==> src/rtl/dcpwc_pkg.sv <==
package dcpwc_pkg;

  localparam int unsigned NumChan = 2;
  localparam int unsigned CfgWidth = 16;
  localparam int unsigned ValueWidth = 16;
  localparam int unsigned OvfWidth = 6;
  localparam int unsigned InDataWidth = 8;
  localparam int unsigned OutDataWidth = 48;
  localparam int unsigned AddrWidth = 3;

  localparam logic [CfgWidth-1:0] PeriodReset = 16'hFFFF;
  localparam logic [CfgWidth-1:0] PrescaleReset = 16'h0000;
  localparam logic [ValueWidth-1:0] SatValue = 16'hFFFF;

  // register index, taken from paddr[2]
  typedef enum logic {
    RegPeriod   = 1'b0,
    RegPrescale = 1'b1
  } reg_idx_e;

  typedef struct packed {
    logic [CfgWidth-1:0] period;
    logic [CfgWidth-1:0] prescale;
  } cfg_t;

  typedef struct packed {
    logic [NumChan-1:0] clear;
    logic [NumChan-1:0] pin;
  } item_t;

  typedef struct packed {
    logic                  done;
    logic                  armed;
    logic [OvfWidth-1:0]   overflows;
    logic [ValueWidth-1:0] value;
  } chan_status_t;

endpackage

==> src/rtl/dcpwc_apb_regs.sv <==
module dcpwc_apb_regs (
  input  logic                          clk_i,
  input  logic                          rst_ni,
  input  logic                          psel,
  input  logic                          penable,
  input  logic                          pwrite,
  input  logic [dcpwc_pkg::AddrWidth-1:0] paddr,
  input  logic [31:0]                   pwdata,
  output logic [31:0]                   prdata,
  output logic                          pready,
  output dcpwc_pkg::cfg_t               cfg_o
);
  import dcpwc_pkg::*;

  logic [CfgWidth-1:0] period_q, prescale_q;
  logic                wr_en;
  reg_idx_e            idx;

  assign pready = 1'b1;
  assign idx    = reg_idx_e'(paddr[2]);
  assign wr_en  = psel & penable & pwrite & pready;

  always_ff @(posedge clk_i or negedge rst_ni) begin
    if (!rst_ni) begin
      period_q   <= PeriodReset;
      prescale_q <= PrescaleReset;
    end else if (wr_en) begin
      case (idx)
        RegPeriod:   period_q   <= pwdata[CfgWidth-1:0];
        RegPrescale: prescale_q <= pwdata[CfgWidth-1:0];
        default: ;
      endcase
    end
  end

  always_comb begin
    case (idx)
      RegPeriod:   prdata = 32'(period_q);
      RegPrescale: prdata = 32'(prescale_q);
      default:     prdata = '0;
    endcase
  end

  assign cfg_o.period   = period_q;
  assign cfg_o.prescale = prescale_q;

endmodule

==> src/rtl/dcpwc_core.sv <==
module dcpwc_core #(
  parameter int unsigned COUNT_WIDTH   = 16,
  parameter int unsigned OVERFLOW_BITS = 6
) (
  input  logic                    clk_i,
  input  logic                    rst_ni,
  input  logic                    step_i,
  input  dcpwc_pkg::item_t        item_i,
  input  dcpwc_pkg::cfg_t         cfg_i,
  output dcpwc_pkg::chan_status_t [dcpwc_pkg::NumChan-1:0] status_o
);
  import dcpwc_pkg::*;

  localparam logic [OVERFLOW_BITS-1:0] OvfMax = '1;
  localparam logic [COUNT_WIDTH-1:0]   SatCount = COUNT_WIDTH'(SatValue);

  logic [CfgWidth-1:0]    presc_cnt_q, presc_cnt_d;
  logic [COUNT_WIDTH-1:0] main_q, main_d, main_adv, period_lim;
  logic [NumChan-1:0]     prev_q;
  logic [NumChan-1:0]     done_q, done_d, armed_q, armed_d, rise;
  logic [OVERFLOW_BITS-1:0] ovf_q [NumChan];
  logic [OVERFLOW_BITS-1:0] ovf_d [NumChan];
  logic [COUNT_WIDTH-1:0]   val_q [NumChan];
  logic [COUNT_WIDTH-1:0]   val_d [NumChan];
  logic                     adv, upd;

  assign period_lim = COUNT_WIDTH'(cfg_i.period);

  // shared prescaled counter
  always_comb begin
    adv         = presc_cnt_q >= cfg_i.prescale;
    upd         = adv && (main_q >= period_lim);
    presc_cnt_d = adv ? '0 : presc_cnt_q + 1'b1;
    if (!adv)     main_adv = main_q;
    else if (upd) main_adv = '0;
    else          main_adv = main_q + 1'b1;
  end

  // per-channel update: clear, then wrap event, then pin edge
  always_comb begin
    for (int c = 0; c < NumChan; c++) begin
      done_d[c]  = done_q[c] & ~item_i.clear[c];
      armed_d[c] = armed_q[c] & ~item_i.clear[c];
      ovf_d[c]   = item_i.clear[c] ? '0 : ovf_q[c];
      val_d[c]   = val_q[c];
      rise[c]    = 1'b0;
      if (!done_d[c]) begin
        if (upd && armed_d[c]) begin
          if (ovf_d[c] == OvfMax) begin
            done_d[c] = 1'b1;
            val_d[c]  = SatCount;
          end else begin
            ovf_d[c] = ovf_d[c] + 1'b1;
          end
        end
        if (armed_d[c]) begin
          if (prev_q[c] && !item_i.pin[c]) begin
            done_d[c] = 1'b1;
            val_d[c]  = main_adv;
          end
        end else if (!prev_q[c] && item_i.pin[c]) begin
          done_d[c]  = 1'b0;
          ovf_d[c]   = '0;
          val_d[c]   = '0;
          armed_d[c] = 1'b1;
          rise[c]    = 1'b1;
        end
      end
    end
    main_d = (|rise) ? '0 : main_adv;
  end

  always_ff @(posedge clk_i or negedge rst_ni) begin
    if (!rst_ni) begin
      presc_cnt_q <= '0;
      main_q      <= '0;
      prev_q      <= '0;
      done_q      <= '0;
      armed_q     <= '0;
      for (int c = 0; c < NumChan; c++) begin
        ovf_q[c] <= '0;
        val_q[c] <= '0;
      end
    end else if (step_i) begin
      presc_cnt_q <= presc_cnt_d;
      main_q      <= main_d;
      prev_q      <= item_i.pin;
      done_q      <= done_d;
      armed_q     <= armed_d;
      for (int c = 0; c < NumChan; c++) begin
        ovf_q[c] <= ovf_d[c];
        val_q[c] <= val_d[c];
      end
    end
  end

  // status after this tick, ready for the result register
  always_comb begin
    for (int c = 0; c < NumChan; c++) begin
      status_o[c].done      = done_d[c];
      status_o[c].armed     = armed_d[c];
      status_o[c].overflows = OvfWidth'(ovf_d[c]);
      status_o[c].value     = ValueWidth'(val_d[c]);
    end
  end

  a_done_needs_armed: assert property (@(posedge clk_i) disable iff (!rst_ni)
    ((done_q & ~armed_q) == '0))
    else $error("channel done without being armed");

  a_ovf_needs_armed: assert property (@(posedge clk_i) disable iff (!rst_ni)
    ((ovf_q[0] == '0 || armed_q[0]) && (ovf_q[1] == '0 || armed_q[1])))
    else $error("overflows counted on an idle channel");

  a_rise_resets_count: assert property (@(posedge clk_i) disable iff (!rst_ni)
    (step_i && (|rise)) |=> (main_q == '0))
    else $error("counter not reset by rising edge");

  a_levels_tracked: assert property (@(posedge clk_i) disable iff (!rst_ni)
    step_i |=> (prev_q == $past(item_i.pin)))
    else $error("previous pin levels not updated");

endmodule

==> src/rtl/dual_channel_pulse_width_capture.sv <==
// Dual-channel pulse-width capture.
// Each input word on s_axis is one timer tick: the two pin levels and the two
// clear strobes that return a channel to idle. For every word the block returns one
// result word on m_axis with done, armed, overflow count and captured value of
// both channels, as they stand after that tick.
// Configuration (period, prescale) is written over the APB port at byte addresses 0
// and 4; the user must write it only while no word is in flight, the block does not enforce it.
// On its way to m_axis_tvalid an accepted word is held in the input register, then
// the capture logic updates its state and loads the result register. Throughput is
// one word per cycle while m_axis_tready stays high; the state update is a
// single pass of compare/increment logic per tick.
// When m_axis_tready is low the result register holds its word and the input
// register still takes one more word if it is empty; s_axis_tready drops after that.
// Reset clears the counters, pin history and channel status, and loads period
// with 65535 and prescale with 0.
module dual_channel_pulse_width_capture #(
  parameter int unsigned COUNT_WIDTH   = 16,
  parameter int unsigned OVERFLOW_BITS = 6
) (
  input  logic                                clk_i,
  input  logic                                rst_ni,
  input  logic                                s_axis_tvalid,
  output logic                                s_axis_tready,
  // pin_one, pin_two, clear_one, clear_two, zero pad
  input  logic [dcpwc_pkg::InDataWidth-1:0]   s_axis_tdata,
  output logic                                m_axis_tvalid,
  input  logic                                m_axis_tready,
  // done_one, armed_one, overflows_one[6], value_one[16],
  // done_two, armed_two, overflows_two[6], value_two[16]
  output logic [dcpwc_pkg::OutDataWidth-1:0]  m_axis_tdata,
  input  logic                                psel,
  input  logic                                penable,
  input  logic                                pwrite,
  input  logic [dcpwc_pkg::AddrWidth-1:0]     paddr,
  input  logic [31:0]                         pwdata,
  output logic [31:0]                         prdata,
  output logic                                pready
);
  import dcpwc_pkg::*;

  cfg_t                        cfg;
  item_t                       in_q;
  logic                        in_valid_q, out_valid_q, step;
  chan_status_t [NumChan-1:0]  status;
  logic [OutDataWidth-1:0]     out_q, out_d;

  dcpwc_apb_regs u_regs (
    .clk_i   (clk_i),
    .rst_ni  (rst_ni),
    .psel    (psel),
    .penable (penable),
    .pwrite  (pwrite),
    .paddr   (paddr),
    .pwdata  (pwdata),
    .prdata  (prdata),
    .pready  (pready),
    .cfg_o   (cfg)
  );

  // input word present and result register free or being drained this cycle
  assign step          = in_valid_q && (!out_valid_q || m_axis_tready);
  assign s_axis_tready = !in_valid_q || step;

  always_ff @(posedge clk_i or negedge rst_ni) begin
    if (!rst_ni) begin
      in_valid_q  <= 1'b0;
      out_valid_q <= 1'b0;
    end else begin
      if (s_axis_tready) in_valid_q <= s_axis_tvalid;
      if (step)               out_valid_q <= 1'b1;
      else if (m_axis_tready) out_valid_q <= 1'b0;
    end
  end

  always_ff @(posedge clk_i) begin
    if (s_axis_tready && s_axis_tvalid) begin
      in_q.pin   <= s_axis_tdata[1:0];
      in_q.clear <= s_axis_tdata[3:2];
    end
    if (step) out_q <= out_d;
  end

  dcpwc_core #(
    .COUNT_WIDTH   (COUNT_WIDTH),
    .OVERFLOW_BITS (OVERFLOW_BITS)
  ) u_core (
    .clk_i    (clk_i),
    .rst_ni   (rst_ni),
    .step_i   (step),
    .item_i   (in_q),
    .cfg_i    (cfg),
    .status_o (status)
  );

  assign out_d = {status[1].value, status[1].overflows, status[1].armed, status[1].done,
                  status[0].value, status[0].overflows, status[0].armed, status[0].done};

  assign m_axis_tvalid = out_valid_q;
  assign m_axis_tdata  = out_q;

endmodule

==> config.mk <==
export PLATFORM = sky130hd
export DESIGN_NAME = dual_channel_pulse_width_capture
export DESIGN_NICKNAME = d
export VERILOG_FILES = /design/src/rtl/dcpwc_pkg.sv /design/src/rtl/dcpwc_apb_regs.sv /design/src/rtl/dcpwc_core.sv /design/src/rtl/dual_channel_pulse_width_capture.sv
export SDC_FILE = /design/constraint.sdc
export NUM_CORES = 1
export LEC_CHECK = 0
export ABC_CLOCK_PERIOD_IN_PS = 3400
export BUFFER_PORTS_ARGS = -buffer_cell sky130_fd_sc_hd__buf_2
export CAP_MARGIN = 40
export CORE_MARGIN = 5
export CORE_UTILIZATION = 50
export CTS_CLUSTER_SIZE = 12
export DETAILED_ROUTE_END_ITERATION = 10
export PLACE_DENSITY = 0.71
export SETUP_SLACK_MARGIN = 0.1
export SLEW_MARGIN = 20
export SYNTH_ARGS = -nofsm -noshare
export SYNTH_HDL_FRONTEND = slang
export SYNTH_SLANG_ARGS = --single-unit
==> constraint.sdc <==
create_clock -name clk_i -period 3.4 [get_ports clk_i]
set_input_delay 0.85 -clock clk_i [delete_from_list [all_inputs] [get_ports clk_i]]
set_output_delay 0.85 -clock clk_i [all_outputs]
set_load 0.01 [all_outputs]
# Word-level counts from Yosys, hierarchy flattened
# Index checks and enable logic that the tools add are counted.
# op_classes
n_lt_le_gt_ge	2
bitwise_logic	9
n_eq_ne	2
n_reduce_logical	21
muxes	53
add_sub_neg	4
# op_table
op	n
$mux 16	16
$mux 6	12
$pmux 32 s2	1
$add 16x1->16 const B	2
$ge 16x16->1	2
$mux 1	24
$add 6x1->6 const B	2
$eq 6x6->1 const B	2
$logic_and 1x1->1	9
$and 1x1->1	6
$logic_not 1->1	6
$reduce_and 2->1	2
$not 1->1	3
$logic_or 1x1->1	2
$reduce_bool 2->1	1
$reduce_or 2->1	1
# word_totals
reg_bits	168
elab_cells	107

# Depth between registers and ports, before layout
# depth
ltp_word	7
mapped_depth	13

# Hierarchy
# From an unflattened synthesis, not the netlist that was laid out.
# unflattened
cells_unflattened	973
hier_area_um2	9788.1
# by_module_without_submodules
mod	cells_per_inst	area_each_um2	instances	seq_area_each_um2
dcpwc_core	808	6505.0	1	2052.0
dual_channel_pulse_width_capture	60	1665.3	1	1611.5
dcpwc_apb_regs	105	1617.8	1	820.8

# Worst setup path before layout
# No wires, ideal clock.
# synth_timing
kind	input -> register
from	input m_axis_tready
to	register u_core.ovf_q[8] (netlist bit)
cell_stages	7
setup_slack_ns	-0.144
path_buffers	2
t_required_ns	3.269
arrival_time_ns	3.413
path_cell_list	nand2b_1 nand2_1 inv_1 clkbuf_1 buf_1 o21ai_0 o2bb2ai_1
# synth_via
elab_chain_len	2
# synth_lines
item	line_no	text
start, declared	dual_channel_pulse_width_capture.sv:27	input logic m_axis_tready,
$logic_or 1x1->1	dual_channel_pulse_width_capture.sv:61	assign step = in_valid_q && (!out_valid_q || m_axis_tready);
$logic_and 1x1->1	dual_channel_pulse_width_capture.sv:61	
via step	dual_channel_pulse_width_capture.sv:43	logic in_valid_q, out_valid_q, step;
end signal, assigned by index	dcpwc_core.sv:91	ovf_q[c] <= ovf_d[c];
end, declared	dcpwc_core.sv:21	logic [OVERFLOW_BITS-1:0] ovf_q [NumChan];
# The timed path passes the listed nets, and every way through them passes these cells.
# A chain may end at the register's enable or synchronous reset.

==> results.py <==
metrics = {
    "drt": {
        "via_count": 7566,
        "m1WireLength_um": 9780,
        "first_iter_violations": 450,
        "dr.max_layer_used": "met4",
        "drt_pass1_iterations": 5,
        "ant_nets": 0,
        "viasPerCell": 5.87,
        "wl_per_cell_um": 17.6,
        "drt-total-wl_um": 22700,
        "drc": 0,
        "met3_length_um": 1130,
        "wl_met2_um": 11400,
    },
    "worst_setup_path": {
        "path_class": "reg2reg",
        "critPathLaunchType": "flop",
        "crit_start": "u_regs.period_q[9]",
        "worstRegToRegCells": 11,
        "endpoint": "m_axis_tdata[16]",
        "r2r-start": "u_regs.period_q[9]",
        "r2r_setup_slack_ps": 260,
        "rr_endpoint": "m_axis_tdata[16]",
        "worstPathRequired_ps": 3630,
        "critPathCaptureType": "flop",
        "path_max_fanout": 13,
        "critical_path_arrival_ps": 3370,
    },
    "clock_tree": {
        "clk_latency_ps": 430,
        "ctsHoldBuffers": 0,
        "cts_sinks": 168,
        "cts.reportedPaths.clkPinSlew_ps": 60,
        "htreeDepth": 4,
        "tritoncts": "done",
        "numCtsBuffers": 17,
        "cts_root_buffer": "clkbuf_16",
        "cts_buffer_depth": 2,
    },
    "synth": {
        "ys_warn_count": 0,
        "synth_top_family_by_area": "compound AO/OA/AOI/OAI gates",
        "syn_inst": 943,
        "synth_seq_cells": 168,
        "synth-xor-area-share": 0.0143,
        "synth_cell_type_count": 67,
        "synth_fa_ha_area_frac": 0.0489,
        "synth_ff_type": "dfrtp_1",
        "synth_top_area_frac": 0.272,
        "synthTopCellsByArea": "dfrtp_1 27%, edfxtp_1 17%, ha_1 4.9%",
        "synth_seq_area_share": 0.487,
        "synth_top_area_cell": "dfrtp_1",
        "synth_area_um2": 9210,
        "synth_compound_area_frac": 0.191,
        "synthTopCellsByCount": "118 x nand2_1, 100 x dfrtp_1, 89 x o21ai_0, 79 x nor2_1, 52 x edfxtp_1",
        "yosysMostFrequentCell": "nand2_1",
        "synth_simple_gate_area_frac": 0.166,
        "synth_area_per_cell_um2": 9.77,
        "synthMuxAreaShare": 0.0425,
        "synth-edff-count": 52,
        "synthArstFlopShare": 0.690,
    },
    "timing": {
        "tns_ps": 0,
        "relSlewSlack": 0.487,
        "rsz0062_at_grt": "no",
        "fin_crit_ps": 3140,
        "worst_pin_slew_ps": 767,
        "fmax_mhz": 319,
        "finalSetupViolations": 0,
        "fin_ws_ps": 262,
        "hold_viol": 0,
        "slew_violations": 0,
        "post-route-period-util": 0.923,
        "fin_worst_skew_ps": 9.24,
    },
    "pwr": {
        "p_leak_nw": 4.73,
        "p_per_area_nw_per_um2": 507,
        "vdd_drop_max_v": 0.000412,
        "power_mw": 5.39,
    },
    "job": {
        "max_cap_viol_count": 0,
    },
    "die": {
        "design.core.area_um2": 18000,
        "die_x_um": 146,
        "io_pins": 133,
        "start_util": 0.511,
        "dieArea_um2": 21200,
        "rows": 49,
        "fp.dieH_um": 146,
    },
    "place": {
        "pre_cts_ws_ps": 167,
        "placed_area_um2": 9990,
        "place_hpwl_um": 15900,
        "port-buffer-count": 93,
        "routabilityCongestion": 0.895,
    },
    "global_route": {
        "grt.overflow.total": 0,
        "grt_pass1_vias": 7355,
        "grt_pass1_wl_um": 37500,
        "track_usage": 0.213,
        "grt_max_degree": 61,
        "antenna_found_initial": 0,
    },
    "layout": {
        "nets": 1134,
        "final_core_util": 0.591,
        "fin_area_um2": 10600,
        "antenna_cells": 0,
        "syn2layout_area_growth_pct": 15.6,
        "drive_gt1_frac": 0.214,
    },
    "outcome": {
        "status": "completed",
    },
    "worst_hold_path": {
        "hp-class": "in2async",
    },
}
[what timing repair did]
action,4_1_cts,5_1_grt
endpoints found under the setup margin,0,12
setup buffers,0,2
gates resized for setup,0,5
[layer usage]
layer,up-vias,global-route usage
met5,-,0
met4,0,0.0690
met3,39,0.0399
met2,228,0.352
met1,3698,0.286
li1,3601,-
[critical path, stage by stage, from the launching register on]
cell and delay, ps:
dfstp_2 520, inv_1 50, ha_1 300, a21o_1 190
a221o_1 320, a21oi_1 240, o21ai_2 190, buf_6 200
nor2_2 270, a22o_1 250, a211oi_1 110, a211oi_1 300
[stage by stage]
| stage | hold slack [ps] | cells |
|---|---|---|
| 2_1_floorplan | 457 | 958 |
| 3_3_place_gp | 468 | 1254 |
| 3_5_place_dp | 487 | 1255 |
| 4_1_cts | 347 | 1287 |
| 5_1_grt | 363 | 1290 |
| 6_report | 346 | 1290 |
[final cells by class]
| class | count | area [um2] |
|---|---|---|
| repair buffers | 129 | 792 |
| well taps | 229 | 287 |
| flip-flops and latches | 168 | 4480 |
| fillers | 1576 | 7380 |
| multi-input cells | 693 | 4340 |
| clock buffers | 23 | 494 |
| inverters | 39 | 146 |
| clock inverters | 9 | 109 |
[kinds of logic after synthesis]
logic type / Yosys count
multiplexers: 35
AND/OR/NAND/NOR: 315
AO/OA/AOI/OAI: 275
buffers and inverters: 97
other: 2
XOR/XNOR: 15
adder cells (fa/ha/maj): 36
flip-flops: 168
[report_power, final]
group	leakage [nW]	internal [mW]	switching [mW]
Sequential	2.03	2.32	0.151
Clock	0.302	1.18	0.813
Combinational	2.40	0.352	0.571
Total	4.73	3.86	1.54
[cells in the final DEF (no fill, tap or decap), drive strengths merged, types with 10 or more instances in the layout]
cell type  count
conb          17
o21a          38
nand2        118
nor2          80
nor2b         13
edfxtp        52
xor2          10
a21oi         47
ha            36
nand2b        16
nand4         13
o21ai         97
mux2          33
buf          129
nor3          12
a2bb2oi       10
a211oi        11
nand3         22
dfrtp        100
inv           43
dfstp         16
o22ai         22
clkbuf        23
[worst min path at each step]
stage | startpoint | endpoint | cells past startpoint
floorplan | in_valid_q | m_axis_tvalid | 1
global placement | in_valid_q | m_axis_tvalid | 1
detailed placement | in_valid_q | m_axis_tvalid | 1
CTS | rst_ni | u_core.presc_cnt_q[4] | 1
global route | rst_ni | u_regs.prescale_q[4] | 1
finish | rst_ni | u_regs.prescale_q[4] | 1
[state kept, by name, summed over array words and instances, names as in the netlist]
signal	count
in_q	4
in_valid_q	1
m_axis_tdata	48
m_axis_tvalid	1
u_core.armed_q	2
u_core.done_q	2
u_core.main_q	16
u_core.ovf_q	12
u_core.presc_cnt_q	16
u_core.prev_q	2
u_core.val_q	32
u_regs.period_q	16
u_regs.prescale_q	16
Power figures use the tool's default switching activity.
